`src/rtl/core/rvcore_pkg.sv`:
```
// ----------------------------------------------------------------------------
// RV32I core package
// Shared request, response and control types, and the instruction encodings.
// ----------------------------------------------------------------------------
`default_nettype none

package rvcore_pkg;

   typedef enum logic [1:0] {
      CMD_EXEC       = 2'd0,
      CMD_WRITE      = 2'd1,
      CMD_READ       = 2'd2,
      CMD_SOFT_RESET = 2'd3
   } op_type;

   typedef struct packed {
      op_type      cmd;
      logic [15:0] mem_addr;
      logic [31:0] mem_wdata;
   } req_type;

   typedef struct packed {
      logic [31:0] pc_out;
      logic        err_flag;
      logic [31:0] read_word;
   } rsp_type;

   typedef struct packed {
      logic accept;
      logic decode;
      logic exec;
      logic mem;
      logic resp_load;
   } dp_cmd_type;

   typedef struct packed {
      logic mem_access;
   } dp_stat_type;

   localparam logic [6:0] OP_LUI    = 7'b0110111;
   localparam logic [6:0] OP_AUIPC  = 7'b0010111;
   localparam logic [6:0] OP_JAL    = 7'b1101111;
   localparam logic [6:0] OP_JALR   = 7'b1100111;
   localparam logic [6:0] OP_BRANCH = 7'b1100011;
   localparam logic [6:0] OP_LOAD   = 7'b0000011;
   localparam logic [6:0] OP_STORE  = 7'b0100011;
   localparam logic [6:0] OP_ALUI   = 7'b0010011;
   localparam logic [6:0] OP_ALUR   = 7'b0110011;
   localparam logic [6:0] OP_SYSTEM = 7'b1110011;
   localparam logic [6:0] F7_ALT    = 7'b0100000;

endpackage

`default_nettype wire

```
`src/rtl/core/rvcore_ctrl.sv`:
```
// ----------------------------------------------------------------------------
// RV32I core controller
// Executes run fetch, decode, execute, memory (loads/stores only) and response; others go to response.
// ----------------------------------------------------------------------------
`default_nettype none

module rvcore_ctrl
   import rvcore_pkg::*;
(
   input  wire logic        clock,
   input  wire logic        reset,
   input  wire logic        req_valid,
   input  wire req_type     req_payload,
   output logic             req_stall,
   output logic             rsp_valid,
   input  wire logic        rsp_stall,
   input  wire dp_stat_type stat,
   output dp_cmd_type       cmd
);

   typedef enum logic [4:0] {
      S_IDLE = 5'b00001,
      S_DEC  = 5'b00010,
      S_EXE  = 5'b00100,
      S_MEM  = 5'b01000,
      S_RESP = 5'b10000
   } state_type;

   state_type state_ff, state_in;
   logic      rsp_valid_ff, rsp_valid_in;

   always_comb begin
      state_in = state_ff;
      cmd      = '0;
      unique case (state_ff)
         S_IDLE: begin
            if (req_valid) begin
               cmd.accept = 1'b1;
               state_in   = (req_payload.cmd == CMD_EXEC) ? S_DEC : S_RESP;
            end
         end
         S_DEC: begin
            cmd.decode = 1'b1;
            state_in   = S_EXE;
         end
         S_EXE: begin
            cmd.exec = 1'b1;
            state_in = stat.mem_access ? S_MEM : S_RESP;
         end
         S_MEM: begin
            cmd.mem  = 1'b1;
            state_in = S_RESP;
         end
         S_RESP: begin
            if (!rsp_valid_ff || !rsp_stall) begin
               cmd.resp_load = 1'b1;
               state_in      = S_IDLE;
            end
         end
         default: state_in = S_IDLE;
      endcase
   end

   always_comb begin
      rsp_valid_in = rsp_valid_ff;
      if (cmd.resp_load) begin
         rsp_valid_in = 1'b1;
      end else if (!rsp_stall) begin
         rsp_valid_in = 1'b0;
      end
   end

   always_ff @(posedge clock) begin
      if (reset) begin
         state_ff     <= S_IDLE;
         rsp_valid_ff <= 1'b0;
      end else begin
         state_ff     <= state_in;
         rsp_valid_ff <= rsp_valid_in;
      end
   end

   assign req_stall = (state_ff != S_IDLE);
   assign rsp_valid = rsp_valid_ff;

endmodule

`default_nettype wire

```
`config.mk`:
```
export PLATFORM = sky130hd
export DESIGN_NAME = rvcore_ctrl
export DESIGN_NICKNAME = d
export VERILOG_FILES = /design/src/rtl/core/rvcore_pkg.sv /design/src/rtl/core/rvcore_ctrl.sv
export SDC_FILE = /design/constraint.sdc
export NUM_CORES = 1
export LEC_CHECK = 0
export BUFFER_PORTS_ARGS = -buffer_cell sky130_fd_sc_hd__buf_2
export CAP_MARGIN = 20
export CORE_MARGIN = 5
export CORE_UTILIZATION = 22
export CTS_CLUSTER_DIAMETER = 60
export CTS_CLUSTER_SIZE = 30
export DETAILED_ROUTE_END_ITERATION = 12
export HOLD_SLACK_MARGIN = 0.03
export PLACE_DENSITY = 0.72
export SLEW_MARGIN = 20
export SYNTH_ARGS = -nofsm -noshare
export SYNTH_HDL_FRONTEND = slang
export SYNTH_SLANG_ARGS = --single-unit
```
`constraint.sdc`:
```
create_clock -name clock -period 1.08 [get_ports clock]
set_input_delay 0.216 -clock clock [delete_from_list [all_inputs] [get_ports clock]]
set_output_delay 0.216 -clock clock [all_outputs]
set_load 0.01 [all_outputs]
```
==> results.sh <==
export IMPL_tightest_slew_ns=0.273
export IMPL_ios=62
export IMPL_dp_slack_ns=-0.185
export IMPL_syn_avg_cell_area_um2=8.54
export IMPL_die_h_um=49.4
export IMPL_slew_headroom=0.817
export IMPL_p_sw_uw=163
export IMPL_core_um2=1490
export IMPL_hold_class="in2reg"
export IMPL_dp_cells=70
export IMPL_io_buffer_count=13
export IMPL_critPathTopFamily="simple AND/OR/NAND/NOR gates"
export IMPL_use_met3=0.0459
export IMPL_criticalPathCategory="reg2out"
export IMPL_vdd_drop_max_mv=0.363
export IMPL_leakage_nw=0.265
export IMPL_synth_top_cell_by_area="dfxtp_1"
export IMPL_synth_seq_cells=6
export IMPL_viasPerCell=4.80
export IMPL_fmax_ghz=0.708
export IMPL_h_tree_depth=1
export IMPL_die_width_um=49.4
export IMPL_synth_area_leaders="dfxtp_1, nor3b_4, a21oi_1, nor2_1, o211ai_1"
export IMPL_seqPwrFrac=0.414
export IMPL_cts_root_buf="clkbuf_4"
export IMPL_grt_overflow=0
export IMPL_postSynthCellCount=40
export IMPL_setup_ws_ns=-0.332
export IMPL_synth_top_area_share=0.352
export IMPL_globalplace_congestion=0.669
export IMPL_area_growth_pct=73.6
export IMPL_path_buf_inv=2
export IMPL_p_int_uw=410
export IMPL_clkPwrFrac=0.391
export IMPL_syn_cell_area_um2=342
export IMPL_grt_pass1_wl_um=1640
export IMPL_max_clock_path_buffers=2
export IMPL_max_stage_delay_ns=0.36
export IMPL_crit_fanout=6
export IMPL_wl_per_cell_um=13.1
export IMPL_nNetsFinal=121
export IMPL_grt_busiest_layer="met2"
export IMPL_clkTransAtPathRegs_ns=0.05
export IMPL_cp_start_kind="flip-flop"
export IMPL_crit_slowest_cell="dfxtp_4"
export IMPL_wl_um=1050
export IMPL_dr_pass1_iters=3
export IMPL_ant_nets=0
export IMPL_drv_cap=0
export IMPL_placed_area_um2=458
export IMPL_swShare=0.285
export IMPL_n_antenna_cell=0
export IMPL_outcome="complete, but fails checks"
export IMPL_use_met2=0.142
export IMPL_dp_hpwl_um=676
export IMPL_cts_buffers=3
export IMPL_gr_usage_met1=0.0989
export IMPL_ys_types=23
export IMPL_required_ns=0.86
export IMPL_die_area_um2=2440
export IMPL_num_rows=14
export IMPL_drive_gt1_frac=0.656
export IMPL_worstSkewPairLatency_ns=0.25
export IMPL_violations="setup timing"
export IMPL_power_uw=573
export IMPL_finish_utilization=0.398
export IMPL_period_minus_slack_ns=1.41
export IMPL_rsz0062_at_grt="true"
export IMPL_worstPathCellList="nor2_4, nand4_1, inv_1, buf_2"
export IMPL_grt_max_degree=8
export IMPL_fin_crit_sh=1.31
export IMPL_power_density_cell_area_nw_per_um2=966
export IMPL_ys_seq_area_frac=0.352
export IMPL_cts_tree="done"
export IMPL_antenna_found_initial=0
export IMPL_vias=384
export IMPL_clock_sinks=6
export IMPL_first_iter_violations=4
export IMPL_pwr_share_comb=0.195
export IMPL_hold_violations=0
export IMPL_crit_path_end_kind="output pin"
export IMPL_initial_utilization=0.229
export IMPL_grt_pass1_vias=401
export IMPL_ys_warn_count=0
export IMPL_drc=0
export IMPL_grt_usage=0.0932
export IMPL_finalClockSkew_ns=0.000407
export IMPL_final_cell_area_um2=593
export IMPL_setup_viol=10
export IMPL_arrival_ns=1.20
export IMPL_slew_viol_final=0
export IMPL_instances_no_fill=80
export IMPL_syn_num_nets=95
==> power by group through the flow <==
stage | logic, mW | clock network [mW] | registers, mW
3_3_place_gp | 0.0746 | 0 | 0.249
2_1_floorplan | 0.0535 | 0 | 0.239
3_5_place_dp | 0.0757 | 0 | 0.248
4_1_cts | 0.105 | 0.225 | 0.236
5_1_grt | 0.121 | 0.232 | 0.239
6_report | 0.112 | 0.224 | 0.237
==> cells in the mapped netlist <==
library cell and n:
a21oi_1 3, a31o_1 1, buf_4 1, buf_6 1
dfxtp_1 6, inv_1 3, nand2_1 3, nand2b_1 1
nand3_1 2, nand4_1 1, nand4_2 1, nor2_1 4
nor2_2 1, nor3_1 1, nor3b_1 1, nor3b_4 1
nor4_1 2, nor4bb_1 1, o211a_1 1, o211ai_1 2
o21ai_0 1, o31ai_1 1, xor2_1 1
==> path summary, 6_finish.rpt <==
kind                            slack, ns             from  depth (start not counted)          end
worst max register to register      -0.18      state_ff[4]                          5  state_ff[4]
worst max-delay path                -0.33      state_ff[3]                          4       cmd[4]
worst min register to register       0.50        rsp_valid                          2    rsp_valid
worst min-delay path                 0.14  req_payload[48]                          2  state_ff[1]
==> cell type report <==
class	instances	area (um2)
fillers	150	896
multi-input cells	29	250
repair buffers	23	150
flip-flops and latches	6	139
clock buffers	3	22.5
well taps	16	20.0
inverters	3	11.3
==> flip-flops by register name (all words and copies together), names as in the netlist <==
name	cells
state_ff	5
rsp_valid	1
==> routing by layer <==
metal | part of all wire | vias to the layer above
li1 | - | 196
met1 | 0.41 | 174
met2 | 0.49 | 10
met3 | 0.063 | 4
met4 | 0.036 | 0
met5 | 0 | -
==> logic make-up (layout without fill, tap and decap cells) <==
family          Yosys count  after routing  synth area share
flops                     6              6             0.352
compound gates            9              9             0.179
buf+inv                   5             29            0.0879
xor+xnor                  1              1            0.0256
simple gates             19             19             0.355
==> metrics by stage <==
| step | TNS (ns) | hold WS [ns] |
|---|---|---|
| after floorplan | -0.191 | 0.285 |
| after global routing | -2.78 | 0.135 |
| final | -2.03 | 0.138 |
| after global placement | -1.23 | 0.402 |
| after CTS | -1.90 | 0.136 |
| after detailed placement | -1.34 | 0.410 |
==> layout by cell type, fill, tap and decap left out, drive strengths merged <==
cell type,n
nand2b,1
o211ai,2
a31o,1
o211a,1
o31ai,1
clkbuf,3
inv,3
nor2,5
nor4bb,1
buf,23
nand3,2
nand2,3
nor4,2
nor3,1
o21ai,1
a21oi,3
xor2,1
dfxtp,6
nor3b,2
nand4,2
==> what timing repair did <==
action,4_1_cts,5_1_grt
buffers inserted,7,0
hold buffers,0,0
setup endpoints to repair,11,10
pin swaps,6,4
gates resized for setup,15,3
Power figures use the tool's default switching activity.
